[src/hw/rtl/rsd_pkg.sv]
package rsd_pkg;

  localparam int CENTER_BITS = 14;
  localparam int RAD_BITS    = 32;
  localparam int ISQ_STEPS   = RAD_BITS / 2;
  localparam int D8_BITS     = 16;
  localparam int FACTOR_BITS = 17;
  localparam int FRAC_SHIFT  = 16;
  localparam int DIV25_SHIFT = 26;
  localparam int DIV25_BITS  = 22;

  localparam logic [FACTOR_BITS-1:0] ONE_Q16    = 17'd65536;
  localparam logic [FACTOR_BITS-1:0] FAR_FACTOR = 17'd13107;
  localparam logic [DIV25_BITS-1:0]  DIV25_MUL  = 22'd2684355;
  localparam logic [31:0]            NEAR_SUM_MAX = 32'd25601;

  localparam logic [0:0] REG_CENTER_COL = 1'b0;
  localparam logic [0:0] REG_CENTER_ROW = 1'b1;

  typedef struct packed {
    logic                valid;
    logic                far;
    logic [RAD_BITS-1:0] rem;
    logic [RAD_BITS-1:0] root;
  } isq_t;

endpackage

[src/hw/rtl/rsd_front.sv]
module rsd_front #(
  parameter int COORD_BITS = 12,
  parameter int LIGHT_BITS = 16
) (
  input  logic                                   clk,
  input  logic                                   rst_n,
  input  logic                                   valid,
  input  logic [COORD_BITS-1:0]                  col,
  input  logic [COORD_BITS-1:0]                  row,
  input  logic [LIGHT_BITS-1:0]                  light,
  input  logic signed [rsd_pkg::CENTER_BITS-1:0] center_col,
  input  logic signed [rsd_pkg::CENTER_BITS-1:0] center_row,
  output rsd_pkg::isq_t                          isq_out,
  output logic [LIGHT_BITS-1:0]                  light_out
);

  localparam int CB = rsd_pkg::CENTER_BITS;
  localparam int DW = ((COORD_BITS > CB) ? COORD_BITS : CB) + 2;
  localparam int AW = DW - 1;
  localparam int SW = 2 * AW + 1;

  logic signed [DW-1:0] col_s, row_s, ccol_s, crow_s, dx, dy;
  logic [AW-1:0]        adx_nxt, ady_nxt;
  logic [AW-1:0]        adx_r, ady_r;
  logic [2*AW-1:0]      sqx_r, sqy_r;
  logic [SW-1:0]        sum;
  logic                 v1_r, v2_r;
  logic [LIGHT_BITS-1:0] light1_r, light2_r, light3_r;
  rsd_pkg::isq_t        isq_r;

  assign col_s  = signed'({{(DW-COORD_BITS){1'b0}}, col});
  assign row_s  = signed'({{(DW-COORD_BITS){1'b0}}, row});
  assign ccol_s = {{(DW-CB){center_col[CB-1]}}, center_col};
  assign crow_s = {{(DW-CB){center_row[CB-1]}}, center_row};
  assign dx = col_s - ccol_s;
  assign dy = row_s - crow_s;
  assign adx_nxt = dx[DW-1] ? AW'(-dx) : AW'(dx);
  assign ady_nxt = dy[DW-1] ? AW'(-dy) : AW'(dy);

  assign sum = {1'b0, sqx_r} + {1'b0, sqy_r};

  always_ff @(posedge clk) begin
    if (!rst_n) begin
      v1_r        <= 1'b0;
      v2_r        <= 1'b0;
      isq_r.valid <= 1'b0;
    end else begin
      v1_r        <= valid;
      v2_r        <= v1_r;
      isq_r.valid <= v2_r;
    end
    adx_r      <= adx_nxt;
    ady_r      <= ady_nxt;
    light1_r   <= light;
    sqx_r      <= adx_r * adx_r;
    sqy_r      <= ady_r * ady_r;
    light2_r   <= light1_r;
    isq_r.far  <= sum > SW'(rsd_pkg::NEAR_SUM_MAX);
    isq_r.rem  <= {1'b0, sum[14:0], 16'd0};
    isq_r.root <= '0;
    light3_r   <= light2_r;
  end

  assign isq_out   = isq_r;
  assign light_out = light3_r;

endmodule

[src/hw/rtl/rsd_cell.sv]
module rsd_cell #(
  parameter int STEP       = 0,
  parameter int LIGHT_BITS = 16
) (
  input  logic                  clk,
  input  logic                  rst_n,
  input  rsd_pkg::isq_t         cell_in,
  input  logic [LIGHT_BITS-1:0] light_in,
  output rsd_pkg::isq_t         cell_out,
  output logic [LIGHT_BITS-1:0] light_out
);

  localparam int RB = rsd_pkg::RAD_BITS;
  localparam logic [RB-1:0] BIT_MASK = RB'(1) << (RB - 2 - 2 * STEP);

  logic [RB:0]           trial;
  logic                  take;
  logic [RB-1:0]         rem_nxt, root_nxt;
  rsd_pkg::isq_t         cell_r;
  logic [LIGHT_BITS-1:0] light_r;

  assign trial    = {1'b0, cell_in.root} + {1'b0, BIT_MASK};
  assign take     = {1'b0, cell_in.rem} >= trial;
  assign rem_nxt  = take ? cell_in.rem - trial[RB-1:0] : cell_in.rem;
  assign root_nxt = take ? (cell_in.root >> 1) + BIT_MASK : cell_in.root >> 1;

  always_ff @(posedge clk) begin
    if (!rst_n) begin
      cell_r.valid <= 1'b0;
    end else begin
      cell_r.valid <= cell_in.valid;
    end
    cell_r.far  <= cell_in.far;
    cell_r.rem  <= rem_nxt;
    cell_r.root <= root_nxt;
    light_r     <= light_in;
  end

  assign cell_out  = cell_r;
  assign light_out = light_r;

endmodule

[src/hw/rtl/rsd_scale.sv]
module rsd_scale #(
  parameter int LIGHT_BITS = 16
) (
  input  logic                  clk,
  input  logic                  rst_n,
  input  rsd_pkg::isq_t         isq_in,
  input  logic [LIGHT_BITS-1:0] light_in,
  output logic                  valid_out,
  output logic [LIGHT_BITS-1:0] light_out
);

  localparam int FB = rsd_pkg::FACTOR_BITS;
  localparam int XB = rsd_pkg::D8_BITS + 5;
  localparam int PB = XB + rsd_pkg::DIV25_BITS;
  localparam int OB = LIGHT_BITS + FB;

  logic [XB-1:0]         x;
  logic [PB-1:0]         div_r;
  logic [FB-1:0]         quot;
  logic [FB-1:0]         factor_nxt, factor_r;
  logic                  v1_r, v2_r, v3_r, far1_r;
  logic [LIGHT_BITS-1:0] light1_r, light2_r;
  logic [OB-1:0]         prod_r;

  assign x    = {isq_in.root[rsd_pkg::D8_BITS-1:0], 5'd0};
  assign quot = div_r[rsd_pkg::DIV25_SHIFT +: FB];
  assign factor_nxt = far1_r ? rsd_pkg::FAR_FACTOR : rsd_pkg::ONE_Q16 - quot;

  always_ff @(posedge clk) begin
    if (!rst_n) begin
      v1_r <= 1'b0;
      v2_r <= 1'b0;
      v3_r <= 1'b0;
    end else begin
      v1_r <= isq_in.valid;
      v2_r <= v1_r;
      v3_r <= v2_r;
    end
    div_r    <= x * rsd_pkg::DIV25_MUL;
    far1_r   <= isq_in.far;
    light1_r <= light_in;
    factor_r <= factor_nxt;
    light2_r <= light1_r;
    prod_r   <= light2_r * factor_r;
  end

  assign valid_out = v3_r;
  assign light_out = prod_r[rsd_pkg::FRAC_SHIFT +: LIGHT_BITS];

endmodule

[src/hw/rtl/radial_spotlight_dimmer.sv]
// Channel   Ports                                       Transaction
// input     start, busy, in_col, in_row, in_light_in    start && !busy
// result    out_valid, out_light_out                    out_valid, one cycle
// config    cfg_valid, cfg_ready, cfg_index, cfg_data   cfg_valid && cfg_ready
//
// One pixel per cycle; busy stays low. The result follows the transaction
// through 3 distance stages, 16 square-root cells, 3 scaling stages.
// Synchronous active-low reset clears the pipeline valids and both centers.
// The result channel has no stall; each result shows for a single cycle.
module radial_spotlight_dimmer #(
  parameter int COORD_BITS = 12,
  parameter int LIGHT_BITS = 16
) (
  input  logic                                   clk,
  input  logic                                   rst_n,
  input  logic                                   start,
  output logic                                   busy,
  input  logic [COORD_BITS-1:0]                  in_col,
  input  logic [COORD_BITS-1:0]                  in_row,
  input  logic [LIGHT_BITS-1:0]                  in_light_in,
  output logic                                   out_valid,
  output logic [LIGHT_BITS-1:0]                  out_light_out,
  input  logic                                   cfg_valid,
  output logic                                   cfg_ready,
  input  logic [0:0]                             cfg_index,
  input  logic signed [rsd_pkg::CENTER_BITS-1:0] cfg_data
);

  localparam int STEPS   = rsd_pkg::ISQ_STEPS;
  localparam int LATENCY = 3 + STEPS + 3;

  logic signed [rsd_pkg::CENTER_BITS-1:0] center_col_r, center_row_r;
  logic                  accept;
  rsd_pkg::isq_t         isq_s [0:STEPS];
  logic [LIGHT_BITS-1:0] light_s [0:STEPS];

  assign busy      = 1'b0;
  assign cfg_ready = 1'b1;
  assign accept    = start && !busy;

  always_ff @(posedge clk) begin
    if (!rst_n) begin
      center_col_r <= '0;
      center_row_r <= '0;
    end else if (cfg_valid && cfg_ready) begin
      unique case (cfg_index)
        rsd_pkg::REG_CENTER_COL: center_col_r <= cfg_data;
        rsd_pkg::REG_CENTER_ROW: center_row_r <= cfg_data;
      endcase
    end
  end

  rsd_front #(
    .COORD_BITS(COORD_BITS),
    .LIGHT_BITS(LIGHT_BITS)
  ) u_front (
    .clk        (clk),
    .rst_n      (rst_n),
    .valid      (accept),
    .col        (in_col),
    .row        (in_row),
    .light      (in_light_in),
    .center_col (center_col_r),
    .center_row (center_row_r),
    .isq_out    (isq_s[0]),
    .light_out  (light_s[0])
  );

  for (genvar g = 0; g < STEPS; g++) begin : g_cell
    rsd_cell #(
      .STEP      (g),
      .LIGHT_BITS(LIGHT_BITS)
    ) u_cell (
      .clk      (clk),
      .rst_n    (rst_n),
      .cell_in  (isq_s[g]),
      .light_in (light_s[g]),
      .cell_out (isq_s[g+1]),
      .light_out(light_s[g+1])
    );
  end

  rsd_scale #(
    .LIGHT_BITS(LIGHT_BITS)
  ) u_scale (
    .clk      (clk),
    .rst_n    (rst_n),
    .isq_in   (isq_s[STEPS]),
    .light_in (light_s[STEPS]),
    .valid_out(out_valid),
    .light_out(out_light_out)
  );

`ifndef SYNTHESIS
  logic [LIGHT_BITS+rsd_pkg::FACTOR_BITS-1:0] floor_prod;
  assign floor_prod = in_light_in * rsd_pkg::FAR_FACTOR;

  a_out_from_txn: assert property (@(posedge clk) disable iff (!rst_n)
    out_valid |-> $past(accept, LATENCY))
    else $error("result without matching input transaction");

  a_out_not_brighter: assert property (@(posedge clk) disable iff (!rst_n)
    out_valid |-> out_light_out <= $past(in_light_in, LATENCY))
    else $error("dimmed lightness exceeds input lightness");

  a_out_floor: assert property (@(posedge clk) disable iff (!rst_n)
    out_valid |-> out_light_out >=
      LIGHT_BITS'($past(floor_prod, LATENCY) >> rsd_pkg::FRAC_SHIFT))
    else $error("dimmed lightness below far-field floor");
`endif

endmodule
[config.mk]
export PLATFORM = sky130hd
export DESIGN_NAME = radial_spotlight_dimmer
export DESIGN_NICKNAME = d
export VERILOG_FILES = /design/src/hw/rtl/rsd_pkg.sv /design/src/hw/rtl/rsd_front.sv /design/src/hw/rtl/rsd_cell.sv /design/src/hw/rtl/rsd_scale.sv /design/src/hw/rtl/radial_spotlight_dimmer.sv
export SDC_FILE = /design/constraint.sdc
export NUM_CORES = 2
export LEC_CHECK = 0
export ABC_CLOCK_PERIOD_IN_PS = 11000
export BUFFER_PORTS_ARGS = -buffer_cell sky130_fd_sc_hd__clkbuf_2
export CELL_PAD_IN_SITES_DETAIL_PLACEMENT = 1
export CELL_PAD_IN_SITES_GLOBAL_PLACEMENT = 2
export CORE_UTILIZATION = 46
export DETAILED_ROUTE_END_ITERATION = 10
export GPL_TIMING_DRIVEN = 1
export PLACE_DENSITY = 0.9
export SETUP_SLACK_MARGIN = 0.1
export SYNTH_ARGS = -nofsm -noshare
export SYNTH_HDL_FRONTEND = slang
export SYNTH_HIERARCHICAL = 1
export SYNTH_SLANG_ARGS = --single-unit
export TNS_END_PERCENT = 30
[constraint.sdc]
create_clock -name clk -period 11 [get_ports clk]
set_input_delay 0 -clock clk [delete_from_list [all_inputs] [get_ports clk]]
set_output_delay 0 -clock clk [all_outputs]
set_load 0.01 [all_outputs]
==> flow_summary.rst <==
.. list-table::
   :header-rows: 1

   * - Metric
     - Value
   * - Root Buffer Master
     - clkbuf_16
   * - DR vias
     - 82300
   * - Post-synthesis instance area
     - 107000 um2
   * - Final min period
     - 7.11 ns
   * - Routed vias/inst
     - 5.52
   * - Status
     - finished, final reports clean
   * - Clock Latency Late Sink
     - 0.85 ns
   * - Number of sinks on the clock net
     - 1533
   * - Total number of nets in the final design
     - 13400
   * - Clock-pin slew on the worst setup and hold paths
     - 0.06 ns
   * - DP Wirelength
     - 245000 um
   * - Combined global-route utilization of all metal layers
     - 0.263
   * - Count of final hold-check violations
     - 0
   * - Die boundary height
     - 483 um
   * - Max-cap violations
     - 0
   * - Actual slew at the worst max-slew pin
     - 1.17 ns
   * - Ys Warns
     - 6
   * - Worst Hold Launch
     - in_row[1]
   * - Worst setup path class
     - flip-flop to flip-flop
   * - Cell area reported after detailed placement
     - 109000 um2
   * - Worst Hold Path EP
     - u_front/ady_r[11]
   * - Clock skew
     - 0.0583 ns
   * - CTS tree
     - built
   * - Met2 WL
     - 156000 um
   * - Count of final setup violators
     - 0
   * - Critical path's largest stage delay
     - 0.81 ns
   * - Wire length reported by the detailed router
     - 310000 um
   * - Detail-routed net length per standard cell
     - 20.8 um
   * - Relative slew margins
     - 0.209
   * - Setup repair bufs after CTS
     - 0
   * - Met3 wire len
     - 9720 um
   * - Std cell rows
     - 176
   * - Initial antenna violation count
     - 7
   * - Cell repeated most along the worst path
     - fa_1
   * - Data required time at the worst endpoint
     - 11.76 ns
   * - Max Transition Viols Final
     - 0
   * - Critical path capture point type
     - flip-flop
   * - Worst r2r src
     - u_front/ady_r[6]
   * - Layout overhead on the synthesized area
     - 8.66%
   * - Arrival time reported for the critical path endpoint
     - 7.87 ns
   * - Total negative slack for setup checks
     - 0 ns
   * - Grt total ovfl
     - 0
   * - Synthesized instance count
     - 11700
   * - Remaining design rule violation count
     - 0
   * - Cell depth of the worst hold path
     - 7
   * - Count of cells along the worst register-to-register path
     - 20
   * - Effective utilization at floorplan
     - 0.463
   * - Fraction of layout cells with a size suffix above 1
     - 0.0690
   * - Min-Delay Path Class
     - input port to flip-flop
   * - First-pass GRT wire length
     - 494000 um
   * - Router iterations before antenna repair
     - 7
   * - Critical Path Fanout Max
     - 15
   * - GP Congestion
     - 0.913
   * - Crit path launch type
     - flip-flop
   * - Critical-path cell with the highest stage delay
     - dfxtp_1
   * - Setup repair after global routing missed its margin
     - false
   * - Antenna violation net count after detailed routing
     - 0
   * - Met1 wire length
     - 132000 um
   * - Max Used Layer
     - met5
   * - DRT iter0 DRCs
     - 3784
   * - Maximum number of pins on one net before global-route repair
     - 71
   * - CTS buffer count
     - 173
   * - Average instance area after synthesis
     - 9.10 um2
   * - Die boundary width
     - 483 um
   * - I/O pin cnt
     - 78
   * - Number of buffers on the longest clock path
     - 3
   * - Die outline area
     - 234000 um2
   * - R2r setup slk
     - 3.89 ns
   * - Maximum achievable frequency
     - 0.141 GHz
   * - Cell Chain, Critical Path
     - nand2_1 -> fa_1 -> fa_1 -> inv_1 -> fa_1 -> fa_1 -> fa_1 -> inv_1 -> fa_1 -> inv_1 -> ha_1 -> a21oi_1 -> nor2b_1 -> a211o_1 -> o21ai_0 -> a21boi_1 -> a2111oi_0 -> o31ai_1 -> a21oi_1 -> xnor2_1
   * - Final Instance Area
     - 116000 um2
   * - Part of the cycle the worst path needs
     - 0.646
   * - Endpoint of the worst-slack reg-to-reg timing path
     - u_front/sqy_r[28]
   * - H-tree lvl count
     - 4
   * - Area of the core
     - 230000 um2
   * - Via count of the first global-routing pass
     - 89700
   * - Total of buffers placed on input and output ports
     - 75
==> flip-flops by register name, summed over array words and instances, names as in the netlist, 15 cells and up <==
register	cells
u_front/isq_out	17
u_front/ady_r	15
u_front/light1_r	16
u_front/sqy_r	29
g_cell.u_cell/cell_out	1008
u_front/light_out	16
u_front/sqx_r	29
u_scale/prod_r	16
u_front/light2_r	16
u_scale/light2_r	16
u_scale/div_r	17
u_front/adx_r	15
u_scale/light1_r	16
u_scale/factor_r	17
g_cell.u_cell/light_out	256
==> cell type report <==
cell class	count	area (um2)
clock inverter	97	1230
sequential	1533	30700
antenna	4	10.0
timing repair buffer	205	1640
fill	26300	114000
tap	3026	3790
multi-input combinational	8478	68700
clock buffer	223	4780
inverter	1322	4960
==> what timing repair did <==
action,4_1_cts,5_1_grt
resized for setup,0,0
hold buffers,114,0
hold endpoints to repair,73,0
endpoints found under the setup margin,0,0
==> cells in the final DEF, fill, tap and decap left out, types with 174 or more instances in the layout <==
cell type / instances
nand3_1: 286
a21oi_1: 574
o21ai_0: 495
nand2_1: 1170
and2_1: 314
ha_1: 1037
dfxtp_1: 1533
clkbuf_16: 174
nand4_1: 185
nor2_1: 492
inv_1: 1322
xor2_1: 495
nor3_1: 179
a21o_1: 229
fa_1: 606
xnor2_1: 523
==> worst max-delay path by stage <==
stage | start | endpoint | slack (ns) | cells past startpoint
2_1_floorplan | u_front/ady_r[8] | u_front/sqy_r[28] | 4.83 | 21
3_3_place_gp | u_front/ady_r[8] | u_front/sqy_r[28] | 3.97 | 20
3_5_place_dp | u_front/ady_r[8] | u_front/sqy_r[28] | 3.96 | 20
4_1_cts | u_front/ady_r[8] | u_front/sqy_r[26] | 3.85 | 20
5_1_grt | u_front/ady_r[6] | u_front/sqy_r[26] | 3.37 | 20
6_report | u_front/ady_r[6] | u_front/sqy_r[28] | 3.89 | 20
==> critical path: cells and delay by family, from the launching register on <==
family                     cells  cell delay, ns
adders and majority gates      7            3.54
AOI/OAI and AO/OA              7            2.16
DFF                            1            0.81
and+or+nand+nor                2            0.24
buffers and inverters          3            0.16
xor gates and xnor gates       1            0.14
==> per-stage QoR <==
step | cells | worst slack, ns | utilization | hold slack [ns]
floorplan | 11800 | 4.83 | - | 0.0277
global placement | 14500 | 3.97 | 0.472 | 0.104
detailed placement | 14500 | 3.96 | 0.472 | 0.105
CTS | 14900 | 3.85 | 0.503 | 0.00662
global route | 14900 | 3.37 | 0.503 | 0.0626
finish | 14900 | 3.89 | 0.503 | 0.101
==> per-layer routing <==
layer  global-route usage  up-vias
met5                    0        -
met3               0.0293      553
li1                     -    39500
met4               0.0967        2
met1                0.317    40800
met2                0.476     1379
Power is left out: the tool's default activity adds up to more than one toggle a clock period on the data nets, which glitch-free logic cannot reach.
